$ cat config.mk
export PLATFORM = sky130hd
export DESIGN_NAME = polygon_area_and_bbox_flat
export DESIGN_NICKNAME = d
export VERILOG_FILES = /design/src/pab_pkg.sv /design/src/pab_if.sv /design/src/polygon_area_and_bbox.sv /design/src/pab_edge.sv /design/src/pab_accum.sv /design/src/pab_out.sv /design/src/flat_wrapper.sv
export SDC_FILE = /design/constraint.sdc
export NUM_CORES = 2
export LEC_CHECK = 0
export ABC_CLOCK_PERIOD_IN_PS = 10900
export BUFFER_PORTS_ARGS = -buffer_cell sky130_fd_sc_hd__buf_2
export CORE_AREA = 2 2 343 345
export CTS_CLUSTER_DIAMETER = 30
export CTS_CLUSTER_SIZE = 24
export DETAILED_ROUTE_END_ITERATION = 8
export DIE_AREA = 0 0 345 347
export HOLD_SLACK_MARGIN = 0.03
export SYNTH_ARGS = -nofsm -noshare
export SYNTH_HDL_FRONTEND = slang
export SYNTH_SLANG_ARGS = --single-unit
$ cat constraint.sdc
create_clock -name clk_i -period 10.9 [get_ports clk_i]
set_clock_uncertainty 0.2 [all_clocks]
set_input_delay 1.635 -clock clk_i [delete_from_list [all_inputs] [get_ports clk_i]]
set_output_delay 1.635 -clock clk_i [all_outputs]
set_load 0.01 [all_outputs]
$ cat src/pab_pkg.sv
// Shared types, widths and the edge product helper for the polygon area block.
`timescale 1ns / 1ps

package pab_pkg;

  localparam int unsigned CoordBits = 16;
  localparam int unsigned ExtBits   = CoordBits + 1;
  localparam int unsigned TermBits  = 2 * CoordBits + 2;
  localparam int unsigned SumBits   = 48;
  localparam int unsigned AreaBits  = 2 * CoordBits + 1;

  typedef logic [CoordBits-1:0]        coord_t;
  typedef logic [ExtBits-1:0]          ext_t;
  typedef logic signed [TermBits-1:0]  term_t;
  typedef logic signed [SumBits-1:0]   sum_t;
  typedef logic [AreaBits-1:0]         area_t;

  // One vertex after the edge stage: both shoelace terms and the box so far
  typedef struct packed {
    logic   first;
    logic   last;
    term_t  edge_term;
    term_t  close_term;
    coord_t min_x;
    coord_t min_y;
    ext_t   width;
    ext_t   height;
  } edge_t;

  // Closed polygon: box, box area and the signed shoelace sum
  typedef struct packed {
    coord_t left;
    coord_t top;
    ext_t   width;
    ext_t   height;
    area_t  area;
    sum_t   sum;
  } box_t;

  // (ax + bx) * (ay - by), exact in TermBits signed bits
  function automatic term_t edge_product(coord_t ax, coord_t bx, coord_t ay, coord_t by);
    ext_t                     s;
    logic signed [ExtBits:0]  s_sgn;
    logic signed [ExtBits-1:0] d;
    s     = {1'b0, ax} + {1'b0, bx};
    s_sgn = {1'b0, s};
    d     = $signed({1'b0, ay}) - $signed({1'b0, by});
    return TermBits'(s_sgn * d);
  endfunction

endpackage

$ cat src/pab_if.sv
// Valid/ready channel interfaces for vertices in and polygon results out.
`timescale 1ns / 1ps

interface pab_vertex_if;
  import pab_pkg::*;

  logic   valid;
  logic   ready;
  coord_t vertex_x;
  coord_t vertex_y;
  logic   last_vertex;

  modport source (output valid, vertex_x, vertex_y, last_vertex, input ready);
  modport sink   (input valid, vertex_x, vertex_y, last_vertex, output ready);
endinterface

interface pab_result_if;
  import pab_pkg::*;

  logic   valid;
  logic   ready;
  coord_t box_left;
  coord_t box_top;
  ext_t   box_width;
  ext_t   box_height;
  area_t  box_area;
  area_t  twice_area;

  modport source (output valid, box_left, box_top, box_width, box_height, box_area,
                  twice_area, input ready);
  modport sink   (input valid, box_left, box_top, box_width, box_height, box_area,
                  twice_area, output ready);
endinterface

$ cat src/polygon_area_and_bbox.sv
// Top level: polygon bounding box and shoelace area over a vertex stream.
`timescale 1ns / 1ps

// Usage
//   vertex_i carries one polygon vertex per transfer (x, y and a flag on the
//   final vertex). result_o carries one result per polygon: left, top, width
//   and height of the integer bounding box, the box area, and twice the
//   polygon area as the magnitude of the shoelace sum.
//   Throughput: one vertex per cycle while result_o does not stall, through
//   a four-register pipeline (input, edge products, accumulator, result).
//   The last vertex of a polygon passes the input, product, accumulator and
//   result registers to give its result. Vertices that are not last produce
//   no result. The accumulator stage sets the rate: its 48-bit sum closes one
//   vertex per cycle against its own previous value.
//   Reset clears all stage valid bits and the open-polygon flag; the first
//   vertex after reset starts a new polygon.
//   Stall: while result_o waits, the earlier stages keep filling; vertex_i
//   drops ready only once every stage holds an item.
module polygon_area_and_bbox (
  input  logic        clk_i,
  input  logic        rst_ni,
  pab_vertex_if.sink  vertex_i,
  pab_result_if.source result_o
);
  import pab_pkg::*;

  logic  b_valid, b_ready;
  edge_t b_data;
  logic  c_valid, c_ready;
  box_t  c_box;

  pab_edge u_edge (
    .clk_i     (clk_i),
    .rst_ni    (rst_ni),
    .vertex_i  (vertex_i),
    .b_valid_o (b_valid),
    .b_data_o  (b_data),
    .b_ready_i (b_ready)
  );

  pab_accum u_accum (
    .clk_i     (clk_i),
    .rst_ni    (rst_ni),
    .b_valid_i (b_valid),
    .b_data_i  (b_data),
    .b_ready_o (b_ready),
    .c_valid_o (c_valid),
    .c_box_o   (c_box),
    .c_ready_i (c_ready)
  );

  pab_out u_out (
    .clk_i     (clk_i),
    .rst_ni    (rst_ni),
    .c_valid_i (c_valid),
    .c_box_i   (c_box),
    .c_ready_o (c_ready),
    .result_o  (result_o)
  );

endmodule

$ cat src/pab_edge.sv
// Input register, per-polygon vertex state, edge products and running extents.
`timescale 1ns / 1ps

module pab_edge (
  input  logic             clk_i,
  input  logic             rst_ni,
  pab_vertex_if.sink       vertex_i,
  output logic             b_valid_o,
  output pab_pkg::edge_t   b_data_o,
  input  logic             b_ready_i
);
  import pab_pkg::*;

  logic   a_valid_q;
  coord_t a_x_q, a_y_q;
  logic   a_last_q;
  logic   a_ready, a_fire;

  logic   in_poly_q;
  coord_t first_x_q, first_y_q, prev_x_q, prev_y_q;
  coord_t min_x_q, max_x_q, min_y_q, max_y_q;
  coord_t min_x_d, max_x_d, min_y_d, max_y_d;
  coord_t fx, fy;
  logic   first;

  logic   b_valid_q;
  edge_t  b_data_q, b_data_d;

  // Stage handshake: a stage moves when the next one is empty or moving
  assign a_ready        = !b_valid_q || b_ready_i;
  assign a_fire         = a_valid_q && a_ready;
  assign vertex_i.ready = !a_valid_q || a_ready;

  // Input register
  always_ff @(posedge clk_i or negedge rst_ni) begin
    if (!rst_ni) begin
      a_valid_q <= 1'b0;
    end else if (vertex_i.ready) begin
      a_valid_q <= vertex_i.valid;
    end
  end

  always_ff @(posedge clk_i) begin
    if (vertex_i.valid && vertex_i.ready) begin
      a_x_q    <= vertex_i.vertex_x;
      a_y_q    <= vertex_i.vertex_y;
      a_last_q <= vertex_i.last_vertex;
    end
  end

  // First vertex of a polygon stands in for the stored first vertex
  assign first = !in_poly_q;
  assign fx    = first ? a_x_q : first_x_q;
  assign fy    = first ? a_y_q : first_y_q;

  // Running extents including the current vertex
  always_comb begin
    min_x_d = a_x_q;
    max_x_d = a_x_q;
    min_y_d = a_y_q;
    max_y_d = a_y_q;
    if (!first) begin
      if (min_x_q < a_x_q) min_x_d = min_x_q;
      if (max_x_q > a_x_q) max_x_d = max_x_q;
      if (min_y_q < a_y_q) min_y_d = min_y_q;
      if (max_y_q > a_y_q) max_y_d = max_y_q;
    end
  end

  // Shoelace terms: edge from the previous vertex, closing edge on the last one
  always_comb begin
    b_data_d.first      = first;
    b_data_d.last       = a_last_q;
    b_data_d.edge_term  = first ? '0 : edge_product(prev_x_q, a_x_q, prev_y_q, a_y_q);
    b_data_d.close_term = a_last_q ? edge_product(a_x_q, fx, a_y_q, fy) : '0;
    b_data_d.min_x      = min_x_d;
    b_data_d.min_y      = min_y_d;
    b_data_d.width      = {1'b0, max_x_d} - {1'b0, min_x_d} + ExtBits'(1);
    b_data_d.height     = {1'b0, max_y_d} - {1'b0, min_y_d} + ExtBits'(1);
  end

  // Polygon tracking: drop out of the polygon after its last vertex
  always_ff @(posedge clk_i or negedge rst_ni) begin
    if (!rst_ni) begin
      in_poly_q <= 1'b0;
    end else if (a_fire) begin
      in_poly_q <= !a_last_q;
    end
  end

  always_ff @(posedge clk_i) begin
    if (a_fire) begin
      first_x_q <= fx;
      first_y_q <= fy;
      prev_x_q  <= a_x_q;
      prev_y_q  <= a_y_q;
      min_x_q   <= min_x_d;
      max_x_q   <= max_x_d;
      min_y_q   <= min_y_d;
      max_y_q   <= max_y_d;
    end
  end

  // Product register
  always_ff @(posedge clk_i or negedge rst_ni) begin
    if (!rst_ni) begin
      b_valid_q <= 1'b0;
    end else if (a_ready) begin
      b_valid_q <= a_valid_q;
    end
  end

  always_ff @(posedge clk_i) begin
    if (a_fire) begin
      b_data_q <= b_data_d;
    end
  end

  assign b_valid_o = b_valid_q;
  assign b_data_o  = b_data_q;

  a_close_clears_poly: assert property (@(posedge clk_i) disable iff (!rst_ni)
    a_fire && a_last_q |=> !in_poly_q)
    else $error("polygon still open after its last vertex");

  a_extent_order: assert property (@(posedge clk_i) disable iff (!rst_ni)
    in_poly_q |-> (min_x_q <= max_x_q) && (min_y_q <= max_y_q))
    else $error("running extent minimum exceeds maximum");

endmodule

$ cat src/pab_accum.sv
// Shoelace accumulator and box area multiplier; passes closed polygons on.
`timescale 1ns / 1ps

module pab_accum (
  input  logic             clk_i,
  input  logic             rst_ni,
  input  logic             b_valid_i,
  input  pab_pkg::edge_t   b_data_i,
  output logic             b_ready_o,
  output logic             c_valid_o,
  output pab_pkg::box_t    c_box_o,
  input  logic             c_ready_i
);
  import pab_pkg::*;

  logic   c_valid_q;
  logic   b_fire;
  sum_t   sum_q, sum_d, sum_base;
  coord_t left_q, top_q;
  ext_t   width_q, height_q;
  area_t  area_q;

  assign b_ready_o = !c_valid_q || c_ready_i;
  assign b_fire    = b_valid_i && b_ready_o;

  // Restart the sum on a polygon's first vertex
  assign sum_base = b_data_i.first ? '0 : sum_q;
  assign sum_d    = sum_base + SumBits'(b_data_i.edge_term) + SumBits'(b_data_i.close_term);

  // Only a closing vertex produces a result
  always_ff @(posedge clk_i or negedge rst_ni) begin
    if (!rst_ni) begin
      c_valid_q <= 1'b0;
    end else if (b_ready_o) begin
      c_valid_q <= b_valid_i && b_data_i.last;
    end
  end

  always_ff @(posedge clk_i) begin
    if (b_fire) begin
      sum_q <= sum_d;
      if (b_data_i.last) begin
        left_q   <= b_data_i.min_x;
        top_q    <= b_data_i.min_y;
        width_q  <= b_data_i.width;
        height_q <= b_data_i.height;
        area_q   <= AreaBits'(b_data_i.width * b_data_i.height);
      end
    end
  end

  assign c_valid_o       = c_valid_q;
  assign c_box_o.left    = left_q;
  assign c_box_o.top     = top_q;
  assign c_box_o.width   = width_q;
  assign c_box_o.height  = height_q;
  assign c_box_o.area    = area_q;
  assign c_box_o.sum     = sum_q;

  a_result_only_on_last: assert property (@(posedge clk_i) disable iff (!rst_ni)
    b_fire |=> c_valid_q == $past(b_data_i.last))
    else $error("result presence does not follow the last-vertex flag");

  a_sum_held_in_stall: assert property (@(posedge clk_i) disable iff (!rst_ni)
    c_valid_q && !c_ready_i |=> $stable(sum_q))
    else $error("shoelace sum changed under a waiting result");

endmodule

$ cat src/pab_out.sv
// Result register: magnitude of the shoelace sum and the output transfer.
`timescale 1ns / 1ps

module pab_out (
  input  logic             clk_i,
  input  logic             rst_ni,
  input  logic             c_valid_i,
  input  pab_pkg::box_t    c_box_i,
  output logic             c_ready_o,
  pab_result_if.source     result_o
);
  import pab_pkg::*;

  logic   d_valid_q;
  sum_t   mag;
  coord_t left_q, top_q;
  ext_t   width_q, height_q;
  area_t  area_q, twice_q;

  assign c_ready_o = !d_valid_q || result_o.ready;

  // Absolute value of the wrapped sum
  assign mag = c_box_i.sum[SumBits-1] ? -c_box_i.sum : c_box_i.sum;

  always_ff @(posedge clk_i or negedge rst_ni) begin
    if (!rst_ni) begin
      d_valid_q <= 1'b0;
    end else if (c_ready_o) begin
      d_valid_q <= c_valid_i;
    end
  end

  always_ff @(posedge clk_i) begin
    if (c_valid_i && c_ready_o) begin
      left_q   <= c_box_i.left;
      top_q    <= c_box_i.top;
      width_q  <= c_box_i.width;
      height_q <= c_box_i.height;
      area_q   <= c_box_i.area;
      twice_q  <= mag[AreaBits-1:0];
    end
  end

  assign result_o.valid      = d_valid_q;
  assign result_o.box_left   = left_q;
  assign result_o.box_top    = top_q;
  assign result_o.box_width  = width_q;
  assign result_o.box_height = height_q;
  assign result_o.box_area   = area_q;
  assign result_o.twice_area = twice_q;

  a_area_matches_box: assert property (@(posedge clk_i) disable iff (!rst_ni)
    d_valid_q |-> area_q == AreaBits'(width_q * height_q))
    else $error("box area does not match width times height");

  a_box_nonempty: assert property (@(posedge clk_i) disable iff (!rst_ni)
    d_valid_q |-> (width_q != '0) && (height_q != '0))
    else $error("bounding box has a zero extent");

endmodule

$ cat src/flat_wrapper.sv
// flat-port wrapper written by rule: the top's interface ports become plain ports
module polygon_area_and_bbox_flat import pab_pkg::*;
  (clk_i, rst_ni, vertex_i_valid, vertex_i_vertex_x, vertex_i_vertex_y, vertex_i_last_vertex, vertex_i_ready, result_o_valid, result_o_box_left, result_o_box_top, result_o_box_width, result_o_box_height, result_o_box_area, result_o_twice_area, result_o_ready);
  pab_vertex_if vertex_i_i ();
  pab_result_if result_o_i ();
  input  logic clk_i;
  input  logic rst_ni;
  input wire logic [$bits(vertex_i_i.valid)-1:0] vertex_i_valid;
  input wire logic [$bits(vertex_i_i.vertex_x)-1:0] vertex_i_vertex_x;
  input wire logic [$bits(vertex_i_i.vertex_y)-1:0] vertex_i_vertex_y;
  input wire logic [$bits(vertex_i_i.last_vertex)-1:0] vertex_i_last_vertex;
  output wire logic [$bits(vertex_i_i.ready)-1:0] vertex_i_ready;
  output wire logic [$bits(result_o_i.valid)-1:0] result_o_valid;
  output wire logic [$bits(result_o_i.box_left)-1:0] result_o_box_left;
  output wire logic [$bits(result_o_i.box_top)-1:0] result_o_box_top;
  output wire logic [$bits(result_o_i.box_width)-1:0] result_o_box_width;
  output wire logic [$bits(result_o_i.box_height)-1:0] result_o_box_height;
  output wire logic [$bits(result_o_i.box_area)-1:0] result_o_box_area;
  output wire logic [$bits(result_o_i.twice_area)-1:0] result_o_twice_area;
  input wire logic [$bits(result_o_i.ready)-1:0] result_o_ready;
  assign vertex_i_i.valid = vertex_i_valid;
  assign vertex_i_i.vertex_x = vertex_i_vertex_x;
  assign vertex_i_i.vertex_y = vertex_i_vertex_y;
  assign vertex_i_i.last_vertex = vertex_i_last_vertex;
  assign vertex_i_ready = vertex_i_i.ready;
  assign result_o_valid = result_o_i.valid;
  assign result_o_box_left = result_o_i.box_left;
  assign result_o_box_top = result_o_i.box_top;
  assign result_o_box_width = result_o_i.box_width;
  assign result_o_box_height = result_o_i.box_height;
  assign result_o_box_area = result_o_i.box_area;
  assign result_o_twice_area = result_o_i.twice_area;
  assign result_o_i.ready = result_o_ready;
  polygon_area_and_bbox u_core (.clk_i(clk_i), .rst_ni(rst_ni), .vertex_i(vertex_i_i), .result_o(result_o_i));
endmodule
==> metrics.md <==
| Metric | Value |
|---|---|
| Status | finished, final reports clean |
| Sequential-to-total area share from yosys stat | 0.292 |
| RR Startpoint | u_core.u_edge.in_poly_q |
| Layout cells sized above 1 | 0.103 |
| First-pass DRT Iterations | 8 |
| YS warnings | 0 |
| Crit path kind | reg -> reg |
| Hold path depth | 0 |
| Overall Global Routing Usage | 0.257 |
| Area contributors post-synth | edfxtp_1 (29%), fa_1 (26%), ha_1 (13%) |
| Post-Place Cells | roughly 7,000 |
| Final Hold Vio Count | 0 |
| Avg WL per Cell | 20.9 um |
| Fill cell count | about 10,000 |
| CP max FO | 31 |
| Drc violations | 0 |
| Synth Area per Inst | approximately 10 um2 |
| First-pass GRT wire length | about 240,000 um |
| Total number of vias | roughly 40,000 |
| Yosys top cell area share | 0.289 |
| CP most frequent cell | fa_1 |
| Vias in the first global route | roughly 41,000 |
| Overflow after GRT | 0 |
| Worst Setup SP | u_core.u_edge.in_poly_q |
| Ant diodes | 0 |
| WP depth | 34 |
| Final estimated routing congestion in global placement | around 0.91 |
| Type of origin of the critical path | flip-flop |
| CP Data Arrival Time | between 10 and 15 ns |
| Detailed Route WL | roughly 150,000 um |
| Commonest cells post-synth | inv_1 (934), fa_1 (725), nand2_1 (615), ha_1 (584), edfxtp_1 (544) |
| Hold-fix buffer count after cts | 0 |
| Synth Register Bits | between 500 and 600 |
| EDFF count, synth | about 540 |
| Yosys top cell by area | edfxtp_1 |
| Hold WC Path Type | reg -> reg |
| Post-synth top flop | edfxtp_1 |
| RSZ-0062 raised after global routing | false |
| Clk slew on worst S/H paths | 0.06 ns |
| Multi-input gate area | 36,000 um2 |
| Final Cycle Share | 0.920 |
| Sequential Area | 16,500 um2 |
| R2r setup slk | 0.87 ns |
| Cell Area, Synth | approximately 56,000 um2 |
| Slew at the pin closest to its max-slew limit | between 1 and 1.5 ns |
| Most instantiated library cell after synthesis | inv_1 |
| CTS tree | yes |
| Critical path's slowest cell | xnor2_1 |
| CP Data Required Time | ~11 ns |
| Net Count, Synth | slightly below 7,000 |
| Pins Over Slew Limit | 0 |
| Io pins | between 150 and 200 |
| Reg-to-Reg End | u_core.u_edge.b_data_o[99] |
| WP buf/inv | 5 |
| Setup-failing EPs final | 0 |
| CTS Buf Count | 120 |
| Initial drt markers | 2,729 |
| # H-tree levels | 3 |
| Worst path max stage delay | 1.04 ns |
| FF-to-FF path depth | 34 |
| Setup tns final | 0 ns |
| Clk_lat worst skew | 0.76 ns |
| Layout area overhead | 13.0% |
| Die height | about 350 um |
| Max-cap violations | 0 |
| Clock root buffer | clkbuf_16 |
| Core Box Area | between 100,000 and 150,000 um2 |
| Final antenna-violating net count | 0 |
| Maximum clock frequency | ~0.1 GHz |
| Final non-filler cell total | 7,259 |
| WHS Endpoint | u_core.u_out.result_o.box_top[10] |
| Starting density of the core | 0.488 |
| Die Width | about 350 um |
| Crit end category | flip-flop |
| Hpwl dp | 119,000 um |
| Synth cell types | a little over 60 |
| Top delay family on crit path | adder cells |
| Num Clock Sinks | between 500 and 600 |
| Post-CTS Setup Bufs | 0 |
| Largest net degree at the start of global routing | between 100 and 150 |
| Synth Instances | roughly 5,400 |
| Drt via density | roughly 5.5 |
| Ys async rst share | 0.00911 |
| Crit path time final | about 10 ns |
| # resized after CTS | 0 |
| Worst hold start | u_core.u_accum.top_q[10] |
| Buffers added on ports | 170 |
| Initial antenna violation count | 8 |
| Final #Nets | 6,974 |
| Core Rows | 125 |
| Die ar. | 120,000 um2 |
| Longest Clk Path Bufs | 3 |
| Slew headroom | 0.101 |
## cells by family (layout without fill, tap and decap cells)
group | count (synthesis) | count (layout) | synth area share
flops | 549 | 549 | 0.292
buf+inv | 1079 | 1432 | 0.0717
fa+ha+maj | 1309 | 1309 | 0.386
simple gates | 1466 | 1466 | 0.120
mux | 99 | 99 | 0.0190
xor+xnor | 261 | 261 | 0.0405
compound gates | 619 | 619 | 0.0707
## through the flow
| step | util | area, um2 | hold WS (ns) | setup slack (ns) |
|---|---|---|---|---|
| 6_report | 0.551 | 63800 | 0.192 | 0.873 |
| 4_1_cts | 0.551 | 63800 | 0.191 | 0.915 |
| 5_1_grt | 0.551 | 63800 | 0.190 | 0.112 |
| 2_1_floorplan | - | 56500 | 0.200 | 1.49 |
| 3_3_place_gp | 0.514 | 59500 | 0.200 | 1.16 |
| 3_5_place_dp | 0.514 | 59500 | 0.205 | 0.981 |
## worst max-delay path by stage
stage | end | slack, ns
global route | u_core.u_edge.b_data_o[99] | 0.11
detailed placement | u_core.u_edge.b_data_o[99] | 0.98
finish | u_core.u_edge.b_data_o[99] | 0.87
global placement | u_core.u_edge.b_data_o[131] | 1.16
CTS | u_core.u_edge.b_data_o[99] | 0.92
floorplan | u_core.u_edge.b_data_o[99] | 1.49
## area by class of cell
type                            count  area share
Timing Repair Buffer              268      0.0251
Clock buffer                      125      0.0477
Inverter                          935      0.0551
Multi-Input combinational cell   3754       0.564
Clock inverter                    104      0.0202
Sequential cell                   549       0.258
Tap cell                         1524      0.0299
## cells in the final DEF, fill, tap and decap left out, drive strengths merged, types with 10 or more instances in the layout
cell type,synthesis,final
inv,934,962
fa,725,725
nand2,615,615
ha,584,584
edfxtp,544,544
nor2,325,325
buf,3,268
and2,189,189
xnor2,187,187
a21oi,169,169
o21ai,136,136
clkbuf,141,125
nor2b,91,91
a21o,77,77
xor2,74,74
mux2,65,65
nand2b,50,50
clkinv,1,46
nor3,45,45
nand3,42,42
o21a,37,37
mux2i,34,34
a21boi,27,27
a211oi,26,26
o21bai,23,23
o31ai,22,22
and3,21,21
nand4,19,19
or2,17,17
or3,16,16
clkinvlp,0,16
bufinv,0,15
a31oi,14,14
or4,12,12
o41ai,11,11
o211ai,10,10
## worst reg2reg max path, delay by kind of cell (launching register included)
kind	cells	cell delay, ns
XOR/XNOR	1	1.04
buffers and inverters	5	0.59
flip-flops	1	0.37
AO/OA/AOI/OAI	15	3.30
AND/OR/NAND/NOR	4	0.48
multiplexers	1	0.27
adder cells (fa/ha/maj)	8	3.51
## flip-flops by register name, summed over array words and instances (netlist names), 17 cells and up
register	cells
u_core.u_accum.area_q	33
u_core.u_accum.height_q	17
u_core.u_accum.sum_q	48
u_core.u_accum.width_q	17
u_core.u_edge.b_data_o	136
u_core.u_out.result_o.box_area	33
u_core.u_out.result_o.box_height	17
u_core.u_out.result_o.box_width	17
u_core.u_out.result_o.twice_area	33
## per-layer routing
metal,vias to the layer above,routed length [um],GRT usage
met2,1283,70200,0.413
met3,275,10300,0.0455
met4,6,4200,0.0789
met1,20000,66900,0.355
met5,-,38,0
li1,18000,-,-
Power is not shown: default switching activity piles up to over one toggle a cycle in this logic, so the estimate is an artifact.
